**config.mk**
```make
export PLATFORM = sky130hd
export DESIGN_NAME = bpu_fifo
export DESIGN_NICKNAME = d
export VERILOG_FILES = /design/src/rtl/bpu_pkg.sv /design/src/rtl/bpu_fifo.sv
export SDC_FILE = /design/constraint.sdc
export NUM_CORES = 1
export LEC_CHECK = 0
export BUFFER_PORTS_ARGS = -buffer_cell sky130_fd_sc_hd__clkbuf_2
export CAP_MARGIN = 40
export CORE_ASPECT_RATIO = 1.4
export CORE_UTILIZATION = 50
export CTS_CLUSTER_SIZE = 28
export DETAILED_ROUTE_END_ITERATION = 7
export PLACE_DENSITY = 0.76
export SYNTH_ARGS = -nofsm -noshare
export SYNTH_HDL_FRONTEND = slang
export SYNTH_SLANG_ARGS = --single-unit
```
**constraint.sdc**
```tcl
create_clock -name clk -period 2.9 [get_ports clk]
set_input_delay 0.29 -clock clk [delete_from_list [all_inputs] [get_ports clk]]
set_output_delay 0.29 -clock clk [all_outputs]
set_load 0.02 [all_outputs]
```
**src/rtl/bpu_pkg.sv**
```systemverilog
// Shared types and constants for the bitmap pixel unpacker.
// No dependencies; every file but the two channel interfaces imports this package.
package bpu_pkg;

  localparam int MAX_WIDTH_DEF     = 4096;
  localparam int PALETTE_DEPTH_DEF = 256;
  localparam int FIFO_DEPTH_DEF    = 4;

  localparam int CFG_W     = 13;
  localparam int CFG_IDX_W = 2;

  typedef enum logic [CFG_IDX_W-1:0] {
    REG_DEPTH_MODE    = 2'd0,
    REG_IMAGE_WIDTH   = 2'd1,
    REG_PALETTE_COUNT = 2'd2
  } reg_index_t;

  // depth_mode codes
  localparam logic [2:0] MODE_1BPP  = 3'd0;
  localparam logic [2:0] MODE_4BPP  = 3'd1;
  localparam logic [2:0] MODE_8BPP  = 3'd2;
  localparam logic [2:0] MODE_16BPP = 3'd3;
  localparam logic [2:0] MODE_24BPP = 3'd4;
  localparam logic [2:0] MODE_32BPP = 3'd5;

  localparam logic [2:0]  DEPTH_MODE_RST    = MODE_8BPP;
  localparam logic [12:0] IMAGE_WIDTH_RST   = 13'd1;
  localparam logic [8:0]  PALETTE_COUNT_RST = 9'd256;

  // item kinds on the input channel
  localparam logic KIND_PAL_WR = 1'b0;
  localparam logic KIND_DATA   = 1'b1;

  typedef struct packed {
    logic [2:0]  depth_mode;
    logic [12:0] image_width;
    logic [8:0]  palette_count;
  } cfg_t;

  typedef enum logic [1:0] {
    OP_PAL_WR,
    OP_INDEX,
    OP_DIRECT
  } op_t;

  // One queued job. data: color (PAL_WR), byte in [7:0] (INDEX),
  // {r,g,b,a} (DIRECT). count: pixels to emit for an INDEX job.
  typedef struct packed {
    op_t         op;
    logic [7:0]  addr;
    logic [31:0] data;
    logic [3:0]  count;
    logic        row_end;
  } entry_t;

endpackage

```
**src/rtl/bpu_fifo.sv**
```systemverilog
// Short job queue between front and back end.
// Depends on bpu_pkg.
module bpu_fifo #(
  parameter int DEPTH = bpu_pkg::FIFO_DEPTH_DEF
) (
  input  logic            clk,
  input  logic            rst,
  input  logic            push,
  input  bpu_pkg::entry_t push_entry,
  output logic            full,
  input  logic            pop,
  output logic            head_valid,
  output bpu_pkg::entry_t head
);
  import bpu_pkg::*;

  localparam int PTR_W = (DEPTH > 1) ? $clog2(DEPTH) : 1;
  localparam int CNT_W = $clog2(DEPTH + 1);

  entry_t           slots [DEPTH];
  logic [PTR_W-1:0] wr_ptr;
  logic [PTR_W-1:0] rd_ptr;
  logic [CNT_W-1:0] count;
  logic             do_push;
  logic             do_pop;

  assign full       = (count == CNT_W'(DEPTH));
  assign head_valid = (count != '0);
  assign head       = slots[rd_ptr];
  assign do_push    = push && !full;
  assign do_pop     = pop && head_valid;

  always_ff @(posedge clk) begin
    if (rst) begin
      wr_ptr <= '0;
      rd_ptr <= '0;
      count  <= '0;
    end else begin
      if (do_push) begin
        wr_ptr <= (wr_ptr == PTR_W'(DEPTH - 1)) ? '0 : wr_ptr + PTR_W'(1);
      end
      if (do_pop) begin
        rd_ptr <= (rd_ptr == PTR_W'(DEPTH - 1)) ? '0 : rd_ptr + PTR_W'(1);
      end
      count <= count + CNT_W'(do_push) - CNT_W'(do_pop);
    end
  end

  always_ff @(posedge clk) begin
    if (do_push) begin
      slots[wr_ptr] <= push_entry;
    end
  end

endmodule

```
# Yosys cells after proc, flatten, opt, wreduce, memory -nomap -nowiden
# Memories as Yosys holds them, arrays and structs flattened. A register that Yosys moved wholly into a read port is not among the register bits.
# Index checks and enable logic that the tools add are counted.
dict set report op_classes {
  n_addsub 4
  eq_ne 3
  n_mux 6
  reduce_logical 4
}
# op count
set ops {}
lappend ops {{$mux 2} 4}
lappend ops {{$add 2x1->2 const B} 2}
lappend ops {{$eq 2x2->1 const B} 2}
lappend ops {{$add 3x1->3} 1}
lappend ops {{$eq 3x3->1 const B} 1}
lappend ops {{$reduce_bool 3->1} 1}
lappend ops {{$sub 3x1->3} 1}
lappend ops {{$logic_and 1x1->1} 2}
lappend ops {{$mux 1} 2}
lappend ops {{$logic_not 1->1} 1}
dict set report totals {
  reg_bits 7
  ramBits 188
  out_inout_bits 49
  wordCells 21
  memories 1
}
# name depth width read_ports rd_ports_with_merged_regs wr line
set memory_table {}
lappend memory_table {slots 4 47 1 1 1 bpu_fifo.sv:20} ;# entry_t slots [DEPTH];

# Logic depth before layout (Yosys ltp)
dict set report depth {
  depth_word 5
  ltp_mapped 12
  mapped_depth_nobuf 11
}

# Least setup slack after synthesis
# Ideal clock, no wire load.
dict set report synth_timing {
  kind {reg2reg}
  from {reg count[1]}
  to {reg count[2]}
  setup_time_ns 0.078
  arrival_time_ns 2.236
  setup_slack_ns 0.587
  path_stages_with_launch 13
  period_less_slack_ns 2.313
  path_cell_list {dfxtp_1 > or3b_1 > buf_6 > and2_4 > inv_1 > ha_1 > inv_1 > ha_1 > inv_1 > fa_1 > xor2_1 > and2_1 > nor3_1}
}
dict set report synth_via {
  elab_chain_len 5
  word_cells_on_any_way 7
}
# element line
set synth_rtl {}
lappend synth_rtl {{start, declared} bpu_fifo.sv:23} ;# logic [CNT_W-1:0] count;
lappend synth_rtl {{start signal, assigned} bpu_fifo.sv:45} ;# count <= count + CNT_W'(do_push) - CNT_W'(do_pop);
lappend synth_rtl {{$eq 3x3->1} bpu_fifo.sv:27} ;# assign full = (count == CNT_W'(DEPTH));
lappend synth_rtl {{$logic_not 1->1} bpu_fifo.sv:30} ;# assign do_push = push && !full;
lappend synth_rtl {{$logic_and 1x1->1} bpu_fifo.sv:30}
lappend synth_rtl {{$add 3x1->3} bpu_fifo.sv:45}
lappend synth_rtl {{$sub 3x1->3 *} bpu_fifo.sv:45}
# Mark *: on every way between the ends. The rest lies on a longest branch, timed or not.
# A chain may end at the register's enable or synchronous reset.

# Worst setup path in the final report
dict set report layout_timing {
  from {reg count[2]}
  to {reg count[2]}
}
# The elaborated chain is that of the path after synthesis.

==> results.toml <==
[worst_setup_path]
critPathMaxFanout = 9
critPathLaunchType = "flop"
critPathArrivalTime_ps = 2830
critPathRequiredTime_ps = 3240
crit_type = "flop to flop"
worst_setup_path_end_kind = "flop"

[die]
die_w_um = 104
floorplan.initialDensity = 0.518
core_um2 = 14000
die-area_um2 = 15000
fp-row-count = 51
dieHeight_um = 145
pin_count = 100

[status]
outcome = "completed"

[timing]
period_share = 0.857
tns_ps = 0
slew_violations = 0
hold_viol = 0
hold_ws_ps = 80.1
period_needed_ps = 2480
worstMarginPinSlew_ps = 776
fmax_mhz = 403
rsz0062_at_grt = "no"
setup_violations = 0
finClkSkew_ps = 10.1
slew_headroom = 0.483

[grt]
grtUsageTotal = 0.172
grt-ovfl-total = 0
antenna_found_initial = 0
grt_pass1_wl_mm = 18.9
grt_max_degree = 32
grt_pass1_vias = 3547

[logic_synthesis]
ys.flop_type = "edfxtp_1"
syn_area_um2 = 7270
synthCells = 296
syn_avg_cell_area_um2 = 24.6
synth_seq_area_share = 0.802
async_flop_share = 0
synth_edf_count = 188
ys_seq_elements = 197
ys_types = 27
syn-num-nets = 355
ys_warn_count = 0

[placed_design]
port_buffers = 99
place.gp.congestion = 0.705
dp_hpwl_mm = 7.51

[pwr]
powerDensity_nw_per_um2 = 890
power.leakage_nw = 2.95
power_frac_comb = 0.231
p_int_mw = 5.39
seqPwrFrac = 0.479
ir_drop_mv = 0.560
swShare = 0.293
total_power_mw = 7.62
power_switching_mw = 2.24
clock_power_share = 0.291

[final_layout]
drive_gt1_frac = 0.457
final_util = 0.610
fillers = 1043
diodes = 0
fin_nets = 468
area_delta_synth_final_pct = 17.8

[detailed_routing]
vias_per_cell = 5.36
route.vias.total = 3253
drc = 0
drtIter0Drc = 212
post_drt_wl_per_cell_um = 19.9
totalWireLength_mm = 12.1
first_pass_iters = 4
postRouteAntennaNets = 0

[cts]
cts_tree = "built"
htree_levels = 4
clk_path_buf_depth = 2
post_cts.repair.setup_buffers = 0
cts_root_buf = "clkbuf_16"
cts_buffers = 17
cts_sinks = 197
clock_latency_ps = 420
hold_buffers = 0
clk_pin_slew_worst_paths_ps = 80
cts_resized = 0

[worst_hold_path]
min_path_type = "primary input to flop"

[run]
maxCapViolCount = 0
[worst max-delay path, cell delays in order (launching register included)]
cell and delay, ps:
dfxtp_1 390, or3b_1 500, and2_4 220, inv_1 50
ha_1 220, inv_1 60, ha_1 120, inv_1 40
fa_1 360, xor2_1 170, and2_1 170, nor3_1 110
[state kept, by name (all words and copies together) (netlist names), named ones only]
name,cells
rd_ptr,2
count,3
slots,188
wr_ptr,2
[cell type report]
| cell class | count | area [um2] | share of cell area |
|---|---|---|---|
| tap | 185 | 231 | 0.0270 |
| clock buffer | 18 | 429 | 0.0501 |
| timing repair buffer | 106 | 573 | 0.0669 |
| clock inverter | 14 | 140 | 0.0164 |
| sequential | 197 | 5830 | 0.681 |
| inverter | 7 | 26.3 | 0.00307 |
| multi-input combinational | 80 | 1330 | 0.155 |
[kinds of logic after synthesis]
family | share of synthesized area
compound gates | 0.00516
xor+xnor | 0.00121
fa+ha+maj | 0.0148
buf+inv | 0.0153
flops | 0.802
mux | 0.147
simple gates | 0.0150
[power groups by stage]
| stage | Combinational [mW] | Sequential (mW) | Clock (mW) |
|---|---|---|---|
| after global placement | 1.77 | 3.69 | 0 |
| after global routing | 1.90 | 3.69 | 2.35 |
| after detailed placement | 1.79 | 3.72 | 0 |
| after floorplan | 1.33 | 3.60 | 0 |
| after CTS | 1.80 | 3.66 | 2.26 |
| final | 1.76 | 3.65 | 2.21 |
[stage by stage]
stage | area [um2] | std cells | worst slack (ps)
final | 8560 | 607 | 416
after detailed placement | 7990 | 575 | 421
after global routing | 8560 | 607 | 272
after CTS | 8560 | 607 | 406
after global placement | 7990 | 575 | 501
after floorplan | 7270 | 296 | 587
[cells in the final DEF (no fill, tap or decap)]
cell        count
edfxtp_1      188
clkbuf_2       99
mux4_2         47
clkbuf_16      17
inv_1           7
ha_1            7
dfxtp_1         7
inv_8           5
buf_4           5
and3_2          4
clkinv_4        4
nor2_1          3
nor3_1          2
nand3_1         2
a21oi_1         2
inv_6           2
clkinvlp_4      2
buf_12          2
or3b_1          1
and2_4          1
o31ai_1         1
or3_2           1
nor2b_1         1
o31ai_2         1
or3_1           1
nand2_1         1
mux2i_1         1
a21o_1          1
xor2_1          1
and2_1          1
fa_1            1
dfxtp_4         1
dfxtp_2         1
clkbuf_1        1
clkinv_8        1
[path summary, 6_finish.rpt]
kind	slack, ps	cells after the start	end	startpoint
worst min-delay path	80	1	slots[0][20]$_DFFE_PP_	push_entry[20]
worst max-delay path	420	11	count[2]$_SDFF_PP0_	count[2]$_SDFF_PP0_
worst min register to register	510	2	flop	rd_ptr[0]$_SDFFE_PP0N_
worst max register to register	420	11	count[2]$_SDFF_PP0_	count[2]$_SDFF_PP0_
[per-layer routing]
layer | share of wire | global-route usage | up-vias
li1 | - | - | 1476
met2 | 0.54 | 0.302 | 99
met4 | 0.015 | 0.0782 | 0
met5 | 0 | 0 | -
met3 | 0.050 | 0.0470 | 15
met1 | 0.39 | 0.199 | 1663
[Yosys cell counts (2+ instances only)]
| cell | number | area [um2] |
|---|---|---|
| nand3_1 | 2 | 10.0 |
| and3_2 | 4 | 30.0 |
| clkbuf_1 | 2 | 7.51 |
| ha_1 | 7 | 87.6 |
| buf_6 | 4 | 45.0 |
| dfxtp_1 | 9 | 180 |
| a21oi_1 | 2 | 10.0 |
| mux4_2 | 47 | 1060 |
| inv_1 | 7 | 26.3 |
| edfxtp_1 | 188 | 5650 |
| buf_2 | 5 | 25.0 |
| nor3_1 | 2 | 10.0 |
| nor2_1 | 3 | 11.3 |
Note: power is estimated with default switching activity, not from simulation.
