===== src/rtl/bpu_pkg.sv =====
// Shared types and constants for the bitmap pixel unpacker.
// No dependencies; every file but the two channel interfaces imports this package.
package bpu_pkg;

  localparam int MAX_WIDTH_DEF     = 4096;
  localparam int PALETTE_DEPTH_DEF = 256;
  localparam int FIFO_DEPTH_DEF    = 4;

  localparam int CFG_W     = 13;
  localparam int CFG_IDX_W = 2;

  typedef enum logic [CFG_IDX_W-1:0] {
    REG_DEPTH_MODE    = 2'd0,
    REG_IMAGE_WIDTH   = 2'd1,
    REG_PALETTE_COUNT = 2'd2
  } reg_index_t;

  // depth_mode codes
  localparam logic [2:0] MODE_1BPP  = 3'd0;
  localparam logic [2:0] MODE_4BPP  = 3'd1;
  localparam logic [2:0] MODE_8BPP  = 3'd2;
  localparam logic [2:0] MODE_16BPP = 3'd3;
  localparam logic [2:0] MODE_24BPP = 3'd4;
  localparam logic [2:0] MODE_32BPP = 3'd5;

  localparam logic [2:0]  DEPTH_MODE_RST    = MODE_8BPP;
  localparam logic [12:0] IMAGE_WIDTH_RST   = 13'd1;
  localparam logic [8:0]  PALETTE_COUNT_RST = 9'd256;

  // item kinds on the input channel
  localparam logic KIND_PAL_WR = 1'b0;
  localparam logic KIND_DATA   = 1'b1;

  typedef struct packed {
    logic [2:0]  depth_mode;
    logic [12:0] image_width;
    logic [8:0]  palette_count;
  } cfg_t;

  typedef enum logic [1:0] {
    OP_PAL_WR,
    OP_INDEX,
    OP_DIRECT
  } op_t;

  // One queued job. data: color (PAL_WR), byte in [7:0] (INDEX),
  // {r,g,b,a} (DIRECT). count: pixels to emit for an INDEX job.
  typedef struct packed {
    op_t         op;
    logic [7:0]  addr;
    logic [31:0] data;
    logic [3:0]  count;
    logic        row_end;
  } entry_t;

endpackage


===== src/rtl/bpu_in_if.sv =====
// Input channel: palette writes and pixel data bytes.
// No dependencies.
interface bpu_in_if;
  logic        valid;
  logic        ready;
  logic        kind;
  logic [7:0]  entry_index;
  logic [23:0] entry_color;
  logic [7:0]  data_byte;

  modport source (output valid, kind, entry_index, entry_color, data_byte, input ready);
  modport sink   (input valid, kind, entry_index, entry_color, data_byte, output ready);
endinterface


===== src/rtl/bpu_front.sv =====
// Front end: accepts items, tracks row position, padding and byte gathering,
// and pushes one job per useful item. Depends on bpu_pkg, bpu_in_if.
module bpu_front #(
  parameter int MAX_WIDTH     = bpu_pkg::MAX_WIDTH_DEF,
  parameter int PALETTE_DEPTH = bpu_pkg::PALETTE_DEPTH_DEF
) (
  input  logic            clk,
  input  logic            rst,
  input  bpu_pkg::cfg_t   cfg,
  bpu_in_if.sink          stream,
  output logic            push,
  output bpu_pkg::entry_t push_entry,
  input  logic            full
);
  import bpu_pkg::*;

  localparam int COL_W = $clog2(MAX_WIDTH);
  localparam int WID_W = $clog2(MAX_WIDTH + 1);
  localparam int CMP_W = (WID_W > CFG_W) ? WID_W : CFG_W;

  localparam logic [4:0] FIELD5_MASK = 5'h1f;
  localparam int         RED_SHIFT   = 10;
  localparam int         GREEN_SHIFT = 5;

  logic [23:0]      byte_gather, byte_gather_next;
  logic [1:0]       bytes_in_pixel, bytes_in_pixel_next;
  logic [COL_W-1:0] column, column_next;
  logic [1:0]       row_byte_phase, row_byte_phase_next;
  logic             skipping_pad, skipping_pad_next;

  logic             accept;
  logic [CMP_W-1:0] width_wide;
  logic [WID_W-1:0] eff_width;
  logic [WID_W-1:0] remaining;
  logic             past_end;
  logic [3:0]       per_byte;
  logic [3:0]       step;
  logic             ends;
  logic             palette_mode;
  logic [2:0]       need;
  logic [2:0]       have;
  logic [15:0]      word16;
  logic [7:0]       pr, pg, pb, pa;

  assign stream.ready = !full;
  assign accept       = stream.valid && !full;

  // clamp width into 1..MAX_WIDTH
  always_comb begin
    width_wide = CMP_W'(cfg.image_width);
    if (width_wide == '0) begin
      eff_width = WID_W'(1);
    end else if (width_wide > CMP_W'(MAX_WIDTH)) begin
      eff_width = WID_W'(MAX_WIDTH);
    end else begin
      eff_width = width_wide[WID_W-1:0];
    end
  end

  assign palette_mode = (cfg.depth_mode <= MODE_8BPP);
  // a narrower width written mid-row leaves the column at or past the end:
  // the next pixel then closes the row
  assign past_end     = (WID_W'(column) >= eff_width);
  assign remaining    = eff_width - WID_W'(column);
  assign step         = palette_mode ? per_byte : 4'd1;
  assign ends         = past_end || (remaining <= WID_W'(step));
  assign need         = cfg.depth_mode - 3'd1;
  assign have         = {1'b0, bytes_in_pixel} + 3'd1;
  assign word16       = {stream.data_byte, byte_gather[7:0]};

  always_comb begin
    case (cfg.depth_mode)
      MODE_1BPP: per_byte = 4'd8;
      MODE_4BPP: per_byte = 4'd2;
      default:   per_byte = 4'd1;
    endcase
  end

  // pixel assembly for the direct color modes
  always_comb begin
    pa = 8'd0;
    case (cfg.depth_mode)
      MODE_16BPP: begin
        pr = {3'd0, 5'(word16 >> RED_SHIFT) & FIELD5_MASK};
        pg = {3'd0, 5'(word16 >> GREEN_SHIFT) & FIELD5_MASK};
        pb = {3'd0, word16[4:0] & FIELD5_MASK};
      end
      MODE_24BPP: begin
        pr = stream.data_byte;
        pg = byte_gather[15:8];
        pb = byte_gather[7:0];
      end
      default: begin
        pr = byte_gather[23:16];
        pg = byte_gather[15:8];
        pb = byte_gather[7:0];
        pa = stream.data_byte;
      end
    endcase
  end

  always_comb begin
    byte_gather_next    = byte_gather;
    bytes_in_pixel_next = bytes_in_pixel;
    column_next         = column;
    row_byte_phase_next = row_byte_phase;
    skipping_pad_next   = skipping_pad;
    push                = 1'b0;
    push_entry          = '0;

    if (accept) begin
      if (stream.kind == KIND_PAL_WR) begin
        if ({1'b0, stream.entry_index} < 9'(PALETTE_DEPTH)) begin
          push            = 1'b1;
          push_entry.op   = OP_PAL_WR;
          push_entry.addr = stream.entry_index;
          push_entry.data = {8'd0, stream.entry_color};
        end
      end else if (cfg.depth_mode <= MODE_32BPP) begin
        row_byte_phase_next = row_byte_phase + 2'd1;
        if (skipping_pad) begin
          if (row_byte_phase_next == 2'd0) begin
            skipping_pad_next = 1'b0;
          end
        end else if (palette_mode || have >= need) begin
          push               = 1'b1;
          push_entry.row_end = ends;
          if (palette_mode) begin
            push_entry.op    = OP_INDEX;
            push_entry.data  = {24'd0, stream.data_byte};
            push_entry.count = past_end ? 4'd1 : (ends ? remaining[3:0] : per_byte);
          end else begin
            push_entry.op       = OP_DIRECT;
            push_entry.data     = {pr, pg, pb, pa};
            push_entry.count    = 4'd1;
            bytes_in_pixel_next = 2'd0;
            byte_gather_next    = 24'd0;
          end
          if (ends) begin
            column_next = '0;
            if (row_byte_phase_next != 2'd0) begin
              skipping_pad_next = 1'b1;
            end
          end else begin
            column_next = column + COL_W'(step);
          end
        end else begin
          // still gathering a multi-byte pixel
          case (bytes_in_pixel)
            2'd0:    byte_gather_next[7:0]   = stream.data_byte;
            2'd1:    byte_gather_next[15:8]  = stream.data_byte;
            2'd2:    byte_gather_next[23:16] = stream.data_byte;
            default: byte_gather_next        = byte_gather;
          endcase
          bytes_in_pixel_next = have[1:0];
        end
      end
    end
  end

  always_ff @(posedge clk) begin
    if (rst) begin
      byte_gather    <= '0;
      bytes_in_pixel <= '0;
      column         <= '0;
      row_byte_phase <= '0;
      skipping_pad   <= 1'b0;
    end else begin
      byte_gather    <= byte_gather_next;
      bytes_in_pixel <= bytes_in_pixel_next;
      column         <= column_next;
      row_byte_phase <= row_byte_phase_next;
      skipping_pad   <= skipping_pad_next;
    end
  end

endmodule


===== src/flat_wrapper.sv =====
// flat-port wrapper written by rule: the top's interface ports become plain ports
module bpu_front_flat import bpu_pkg::*;
#(
  parameter int MAX_WIDTH     = bpu_pkg::MAX_WIDTH_DEF,
  parameter int PALETTE_DEPTH = bpu_pkg::PALETTE_DEPTH_DEF
)
  (clk, rst, cfg, push, push_entry, full, stream_valid, stream_kind, stream_entry_index, stream_entry_color, stream_data_byte, stream_ready);
  bpu_in_if stream_i ();
  input  logic clk;
  input  logic rst;
  input  bpu_pkg::cfg_t cfg;
  output logic push;
  output bpu_pkg::entry_t push_entry;
  input  logic full;
  input wire logic [$bits(stream_i.valid)-1:0] stream_valid;
  input wire logic [$bits(stream_i.kind)-1:0] stream_kind;
  input wire logic [$bits(stream_i.entry_index)-1:0] stream_entry_index;
  input wire logic [$bits(stream_i.entry_color)-1:0] stream_entry_color;
  input wire logic [$bits(stream_i.data_byte)-1:0] stream_data_byte;
  output wire logic [$bits(stream_i.ready)-1:0] stream_ready;
  assign stream_i.valid = stream_valid;
  assign stream_i.kind = stream_kind;
  assign stream_i.entry_index = stream_entry_index;
  assign stream_i.entry_color = stream_entry_color;
  assign stream_i.data_byte = stream_data_byte;
  assign stream_ready = stream_i.ready;
  bpu_front #(.MAX_WIDTH(MAX_WIDTH), .PALETTE_DEPTH(PALETTE_DEPTH)) u_core (.clk(clk), .rst(rst), .cfg(cfg), .stream(stream_i), .push(push), .push_entry(push_entry), .full(full));
endmodule

===== config.mk =====
export PLATFORM = sky130hd
export DESIGN_NAME = bpu_front_flat
export DESIGN_NICKNAME = d
export VERILOG_FILES = /design/src/rtl/bpu_pkg.sv /design/src/rtl/bpu_in_if.sv /design/src/rtl/bpu_front.sv /design/src/flat_wrapper.sv
export SDC_FILE = /design/constraint.sdc
export NUM_CORES = 1
export LEC_CHECK = 0
export ABC_AREA = 1
export BUFFER_PORTS_ARGS = -buffer_cell sky130_fd_sc_hd__buf_2
export CELL_PAD_IN_SITES_DETAIL_PLACEMENT = 0
export CELL_PAD_IN_SITES_GLOBAL_PLACEMENT = 2
export CORE_MARGIN = 3
export CORE_UTILIZATION = 29
export CTS_CLUSTER_DIAMETER = 150
export DETAILED_ROUTE_END_ITERATION = 7
export GPL_ROUTABILITY_DRIVEN = 0
export PLACE_DENSITY_LB_ADDON = 0.1
export REMOVE_ABC_BUFFERS = 1
export SKIP_LAST_GASP = 1
export SYNTH_ARGS = -nofsm -noshare
export SYNTH_HDL_FRONTEND = slang
export SYNTH_SLANG_ARGS = --single-unit

===== constraint.sdc =====
create_clock -name clk -period 9.38 [get_ports clk]
set_input_delay 0.938 -clock clk [delete_from_list [all_inputs] [get_ports clk]]
set_output_delay 0.938 -clock clk [all_outputs]
set_load 0.01 [all_outputs]

**After elaboration in Yosys (flattened, before gate mapping)**

Cells that the tools add are included.

- Add/sub/neg operators: 5
- Equality and inequality tests: 6
- Bitwise operators: 1
- Muxes and demuxes: 41
- Reductions and logical operators: 19
- $lt $le $gt $ge: 6

Operators with widths:

| kind | number |
|---|---|
| 2-to-1 mux 37 bit | 3 |
| 2-to-1 mux 8 bit | 7 |
| 2-to-1 mux 24 bit | 2 |
| 2-to-1 mux 47 bit | 1 |
| 2-to-1 mux 36 bit | 1 |
| 2-to-1 mux 32 bit | 1 |
| 2-to-1 mux 13 bit | 2 |
| AND reduction 6 bit | 3 |
| one-hot mux 8 bit (2 select lines) | 1 |
| 2-to-1 mux 2 bit | 7 |
| greater-or-equal comparator 12 x 13 -> 1 bit | 1 |
| > comparator 13 bit (second input constant) | 1 |
| <= comparator 13 x 4 -> 1 bit | 1 |
| logical NOT 13 bit | 1 |
| subtractor 13 x 12 -> 13 bit | 1 |
| adder 12 x 4 -> 12 bit | 1 |
| 2-to-1 mux 12 bit | 1 |
| 2-to-1 mux 4 bit | 3 |
| 2-to-1 mux 1 bit | 10 |
| AND reduction 5 bit | 2 |
| one-hot mux 4 bit (2 select lines) | 1 |
| nonzero test 2 bit | 4 |
| 2-to-1 mux 5 bit | 1 |
| logical NOT 2 bit | 2 |
| other kinds (19) | 20 |

- Input port bits: 70
- Word-level logic and storage cells: 85
- Output and inout bits: 49
- Register bits: 41

**Longest topological paths before layout**

Gate-level depths: netlist of run 1.

- Depth after elaboration: 14
- Mapped depth: 24
- Gate-level depth less buffers: 22

**Worst setup path before layout of run 1**

No wires, ideal clock.

- Path kind: input -> output
- From: input cfg[10] (netlist name)
- To: output push_entry[3] (netlist name)
- Arrival: 3.661 ns
- Path slack: 4.781 ns
- Stages: 21
- Data required time: 8.442 ns
- Path buffers: 1
- Cell sequence: nor4_1 -> nand3_1 -> nand2_1 -> clkinv_1 -> nor2_1 -> ha_1 -> buf_6 -> nand2_2 -> nand2_2 -> inv_2 -> nand2_2 -> xor2_1 -> ha_1 -> a21boi_0 -> o21ai_0 -> nand3_1 -> nor2_4 -> nand2_4 -> nand2_4 -> nand2_4 -> nor3_1

RTL lines:

| item | line | source |
|---|---|---|
| from (decl) | flat_wrapper.sv:11 | `input bpu_pkg::cfg_t cfg;` |
| to (decl) | flat_wrapper.sv:13 | `output bpu_pkg::entry_t push_entry;` |

==> results of run 1 <==
-- worst max-delay path by stage --
stage	start	end	slack, ns	cells after the start
floorplan	cfg[10]	push_entry[3]	4.79	20
global placement	cfg[18]	push_entry[3]	3.85	20
detailed placement	cfg[18]	push_entry[3]	3.82	22
CTS	cfg[18]	push_entry[3]	3.80	22
global route	cfg[18]	push_entry[3]	3.42	22
finish	cfg[18]	push_entry[3]	3.91	22
-- where the power goes --
| part | total, mW | internal [mW] | switching, mW |
|---|---|---|---|
| sequential | 0.182 | 0.179 | 0.00314 |
| clock | 0.167 | 0.0975 | 0.0695 |
| combinational | 0.157 | 0.0545 | 0.102 |
-- sequential cells by signal, summed over array words and instances, names as in the netlist --
signal,flops
u_core.row_byte_phase,2
u_core.bytes_in_pixel,2
u_core.column,12
u_core.byte_gather,24
u_core.skipping_pad,1
-- critical path, cell delays in order --
cell and delay (ns):
buf_2 0.11, nor4_1 0.50, nand3_1 0.16, nand2_1 0.10, clkinv_1 0.25, nor2_1 0.19, ha_1 0.35, nand2_2 0.12
nand2_2 0.06, inv_2 0.05, nand2_2 0.05, xor2_1 0.19, ha_1 0.28, a21boi_0 0.13, o21ai_0 0.21, nand3_1 0.15
nor2_4 0.16, nand2_4 0.08, nand2_4 0.09, nand2_4 0.07, nor3_1 0.14, buf_2 0.16
-- logic make-up after synthesis --
kind of cell / after synthesis / share of synthesized area [%]
adder cells (fa/ha/maj): 34 / 11.6
XOR/XNOR: 11 / 2.73
flip-flops: 41 / 21.6
AO/OA/AOI/OAI: 108 / 15.7
AND/OR/NAND/NOR: 303 / 35.8
buffers and inverters: 109 / 11.5
multiplexers: 4 / 1.15
-- synth_stat cells, types with 6 or more instances --
cell and n:
o21ai_0 38, ha_1 32, clkbuf_1 8, nand3_1 35
inv_1 83, o31ai_1 8, dfxtp_1 41, nand2_2 8
a21oi_1 44, nor2_1 102, xor2_1 8, nand2_1 119
inv_2 9, nor2_2 12, nand4_1 6
-- area by class of cell --
cell class,instances,area (µm²),area share (%)
multi-input combinational,460,2550,54.8
sequential,41,821,17.6
timing repair buffer,111,561,12.0
inverter,97,367,7.87
tap,172,215,4.62
clock buffer,5,125,2.69
clock inverter,3,17.5,0.376
-- metal layers --
metal,routed length [µm],up-vias,global-route usage [%]
met5,0,-,0
met4,47,0,1.91
met3,675,6,2.57
met2,4960,92,24.3
met1,6300,1829,25.5
li1,-,2179,-
-- through the flow --
step / hold slack, ns / util, % / std cells
after floorplan: 0.429 / - / 598
after global placement: 0.437 / 35.5 / 881
after detailed placement: 0.446 / 35.5 / 881
after CTS: 0.455 / 36.6 / 889
after global routing: 0.488 / 36.6 / 889
final: 0.448 / 36.6 / 889
==> results.json, run 1 <==
{
  "status": "completed",
  "nNetsFinal": 820,
  "dieHeight_um": 121,
  "maxCapViolCount": 0,
  "min_period_ns": 5.47,
  "p_total_uw": 506,
  "wl_per_cell_um": 13.5,
  "coreArea_mm2": 0.0127,
  "ys_types": 43,
  "cts.sinks": 41,
  "place_area_mm2": 0.00451,
  "grt_max_degree": 34,
  "syn_inst": 610,
  "rsz0062_at_grt": "false",
  "setup_tns_ns": 0,
  "synth_warnings": 0,
  "worstPathRequired_ns": 8.44,
  "grt-ovfl-total": 0,
  "final.fill_count": 1459,
  "ys_seq_elements": 41,
  "wl_mm": 12.0,
  "cts_max_path_buffers": 2,
  "end_kind": "output port",
  "hold_viol_final": 0,
  "io_buffers": 109,
  "mostFrequentLayoutCell": "nand2_1",
  "powerDensity_mw_per_mm2": 109,
  "fin_crit_sh_pct": 58.4,
  "worst_pin_slew_ns": 1.05,
  "finalClockSkew_ns": 0.00747,
  "dr.pass1.iters": 5,
  "cts_hold_buffers": 0,
  "min_from": "u_core.row_byte_phase[1]$_SDFFE_PP0P_",
  "antenna_found_initial": 0,
  "drcViolationCount": 0,
  "reg2reg_from": "u_core.column[2]$_SDFFE_PP0P_",
  "ys.flop_type": "dfxtp_1",
  "grtUsageTotal_pct": 16.4,
  "hold_path_class": "reg2reg",
  "initial_core_util_pct": 29.9,
  "design_area_mm2": 0.00466,
  "areaGrowthSynthToFinish_pct": 22.3,
  "power_leakage_nw": 2.40,
  "ys_top_cells_by_area": "dfxtp_1, nand2_1, ha_1",
  "post_cts_buffers": 0,
  "drive_gt1_share_pct": 23.6,
  "place_ws_ns": 3.82,
  "boundaryPins": 119,
  "ys_seq_area_share_pct": 21.6,
  "drt_iter0_drc": 172,
  "whs_path_depth": 2,
  "vias": 4106,
  "cts_tree": "built",
  "dpl.hpwl_mm": 9.95,
  "crit_path_max_fanout": 9,
  "setup_viol_count_final": 0,
  "numCtsBuffers": 5,
  "clk_latency_ns": 0.28,
  "dieArea_mm2": 0.0145,
  "peakVddDrop_mv": 0.0666,
  "crit_type": "in2out",
  "r2r_cells": 17,
  "postLayoutSetupSlackWorst_ns": 3.91,
  "cts.reportedPaths.clkPinSlew_ns": 0.06,
  "cts_root_buf": "clkbuf_16",
  "reg2reg_slack_ns": 6.47,
  "crit-reg2reg-capture": "u_core.column[10]$_SDFFE_PP0P_",
  "synth_area_mm2": 0.00381,
  "final_antenna_net_count": 0,
  "cts_resized": 0,
  "synth_edf_count": 0,
  "slew_headroom_pct": 30.1,
  "critPathLaunchType": "input pin",
  "via_per_inst": 4.62,
  "fmax_ghz": 0.183,
  "synth_top_area_share_pct": 21.6,
  "async_reset_ff_share_pct": 0,
  "rows": 41,
  "whs_endpoint": "u_core.row_byte_phase[1]$_SDFFE_PP0P_",
  "htreeDepth": 2,
  "cp.arrival_ns": 4.54,
  "die_w_um": 121,
  "yosysTopAreaCell": "dfxtp_1",
  "grt_pass1_vias": 3924,
  "antenna_cells": 0,
  "grt_first_pass_wirelength_mm": 19.4,
  "finalMaxSlewViolations": 0,
  "syn_area_per_cell_um2": 6.24,
  "final_cell_mix": "nand2_1, buf_2, nor2_1, inv_1, a21oi_1"
}
Power figures use the tool's default switching activity.
==> run 2: changes to the inputs <==
--- a/config.mk
+++ b/config.mk
@@ -10,7 +10,7 @@
 export CELL_PAD_IN_SITES_DETAIL_PLACEMENT = 0
 export CELL_PAD_IN_SITES_GLOBAL_PLACEMENT = 2
 export CORE_MARGIN = 3
-export CORE_UTILIZATION = 29
+export CORE_UTILIZATION = 24
 export CTS_CLUSTER_DIAMETER = 150
 export DETAILED_ROUTE_END_ITERATION = 7
 export GPL_ROUTABILITY_DRIVEN = 0
==> constraint.sdc (replaced) <==
create_clock -name clk -period 4.8 [get_ports clk]
set_input_delay 0.48 -clock clk [delete_from_list [all_inputs] [get_ports clk]]
set_output_delay 0.48 -clock clk [all_outputs]
set_load 0.01 [all_outputs]
==> run 2 against run 1 <==
  * Clock power grew 130%
  * Combinational power grew 94%
  * Sequential share of layout area shrank 0.28 points
  * Wire length grew 3.4%
  * Clock skew shrank 0.0014 ns
  * Cell count grew 4.4%
  * Largest power group is now the clock network
  * Sequential power grew 96%
  * Utilization shrank 5.8 points
==> results.json, run 2 (synthesis gave the netlist of run 1 again) <==
{
  "status": "completed",
  "boundaryPins": 119,
  "hold_viol_final": 0,
  "wl_per_cell_um": 13.3,
  "cts.reportedPaths.clkPinSlew_ns": 0.06,
  "dr.pass1.iters": 4,
  "end_kind": "output port",
  "rows": 45,
  "powerDensity_mw_per_mm2": 219,
  "place_inst": 921,
  "die_w_um": 132,
  "clk_latency_ns": 0.29,
  "coreArea_mm2": 0.0154,
  "numCtsBuffers": 5,
  "dieArea_mm2": 0.0174,
  "startpoint": "cfg[18]",
  "max_flop_register": "u_core.byte_gather",
  "min_period_ns": 4.33,
  "worstPathRequired_ns": 4.32,
  "peakVddDrop_mv": 0.131,
  "initial_core_util_pct": 24.8,
  "finalNonFillerCells": 928,
  "grt_first_pass_wirelength_mm": 20.3,
  "grtUsageTotal_pct": 14.1,
  "slew_headroom_pct": 33.9,
  "grt_max_degree": 35,
  "io_buffers": 109,
  "critPathLaunchType": "input pin",
  "fmax_ghz": 0.231,
  "via_per_inst": 4.37,
  "drt_iter0_drc": 152,
  "final_antenna_net_count": 0,
  "largest_reg_flops": 24,
  "worst_pin_slew_ns": 0.991,
  "hold_path_class": "reg2reg",
  "cts_resized": 0,
  "wl_mm": 12.4,
  "final_cell_mix": "nand2_1, buf_2, nor2_1, inv_1, a21oi_1",
  "largestRegisters": "u_core.byte_gather (24), u_core.column (12)",
  "cts_hold_buffers": 0,
  "areaGrowthSynthToFinish_pct": 24.2,
  "grt-ovfl-total": 0,
  "fin_crit_sh_pct": 90.3,
  "cts_tree": "built",
  "finalMaxSlewViolations": 0,
  "grt_pass1_vias": 4009,
  "min_from": "u_core.row_byte_phase[1]$_SDFFE_PP0P_",
  "nNetsFinal": 821,
  "vias": 4057,
  "power_leakage_nw": 2.42,
  "reg2reg_from": "u_core.column[2]$_SDFFE_PP0P_",
  "drcViolationCount": 0,
  "antenna_found_initial": 0,
  "setup_tns_ns": 0,
  "rsz0062_at_grt": "false",
  "antenna_cells": 0,
  "finalClockSkew_ns": 0.00605,
  "htreeDepth": 2,
  "mostFrequentLayoutCell": "nand2_1",
  "maxCapViolCount": 0,
  "setup_viol_count_final": 0,
  "cts_root_buf": "clkbuf_16",
  "cts_max_path_buffers": 2,
  "dpl.hpwl_mm": 10.3,
  "cts.sinks": 41,
  "crit_path_max_fanout": 5,
  "crit_type": "in2out",
  "drive_gt1_share_pct": 23.6,
  "cp.arrival_ns": 3.85,
  "dieHeight_um": 132,
  "post_cts_buffers": 0
}
==> run 2: report_power, final <==
part	switching [mW]	internal (mW)
clock network	0.135	0.241
registers	0.00611	0.350
logic	0.197	0.107
==> run 2: cell type report <==
| cell class | instances | area (µm²) |
|---|---|---|
| well taps | 211 | 264 |
| flip-flops and latches | 41 | 821 |
| multi-input cells | 460 | 2550 |
| repair buffers | 112 | 568 |
| clock inverters | 2 | 35.0 |
| clock buffers | 5 | 125 |
| fillers | 1753 | 10600 |
| inverters | 97 | 367 |
==> run 2: critical path, stage by stage <==
cell,delay (ns)
buf_2,0.11
nor4_1,0.41
buf_4,0.19
nand3_1,0.09
nand2_1,0.10
clkinv_1,0.09
nor2_1,0.24
ha_1,0.32
nand3_1,0.11
nand2_2,0.07
xor2_1,0.21
ha_1,0.29
a21boi_0,0.13
o21ai_0,0.19
nand3_1,0.14
nor2_4,0.16
nand2_4,0.08
nand2_4,0.10
nand2_4,0.06
nor3_1,0.12
buf_2,0.15
==> run 2: layer usage <==
| metal | share of wire [%] | GRT usage [%] | wire length (µm) | vias to the layer above |
|---|---|---|---|---|
| li1 | - | - | - | 2166 |
| met2 | 50 | 25.7 | 6210 | 94 |
| met5 | 0 | 0 | 0 | - |
| met4 | 1.7 | 4.20 | 210 | 0 |
| met1 | 44 | 17.2 | 5420 | 1784 |
| met3 | 4.4 | 2.14 | 545 | 13 |
==> run 2: worst paths after layout <==
| check | to | slack (ns) | cells past startpoint |
|---|---|---|---|
| worst max-delay path | push_entry[3] | 0.47 | 21 |
| worst max register to register | u_core.column[10]$_SDFFE_PP0P_ | 1.95 | 17 |
| worst min-delay path | u_core.row_byte_phase[1]$_SDFFE_PP0P_ | 0.45 | 2 |
| worst min register to register | u_core.row_byte_phase[1]$_SDFFE_PP0P_ | 0.45 | 2 |
==> run 2: through the flow <==
stage | hold slack [ns] | worst slack (ns) | instance area (µm²) | total power [mW] | util, %
after floorplan | 0.429 | 1.13 | 3740 | 0.568 | -
after global placement | 0.436 | 0.468 | 4570 | 0.670 | 29.7
after detailed placement | 0.444 | 0.405 | 4570 | 0.672 | 29.7
after CTS | 0.452 | 0.393 | 4730 | 1.06 | 30.8
after global routing | 0.465 | 0.121 | 4730 | 1.11 | 30.8
final | 0.449 | 0.466 | 4730 | 1.04 | 30.8
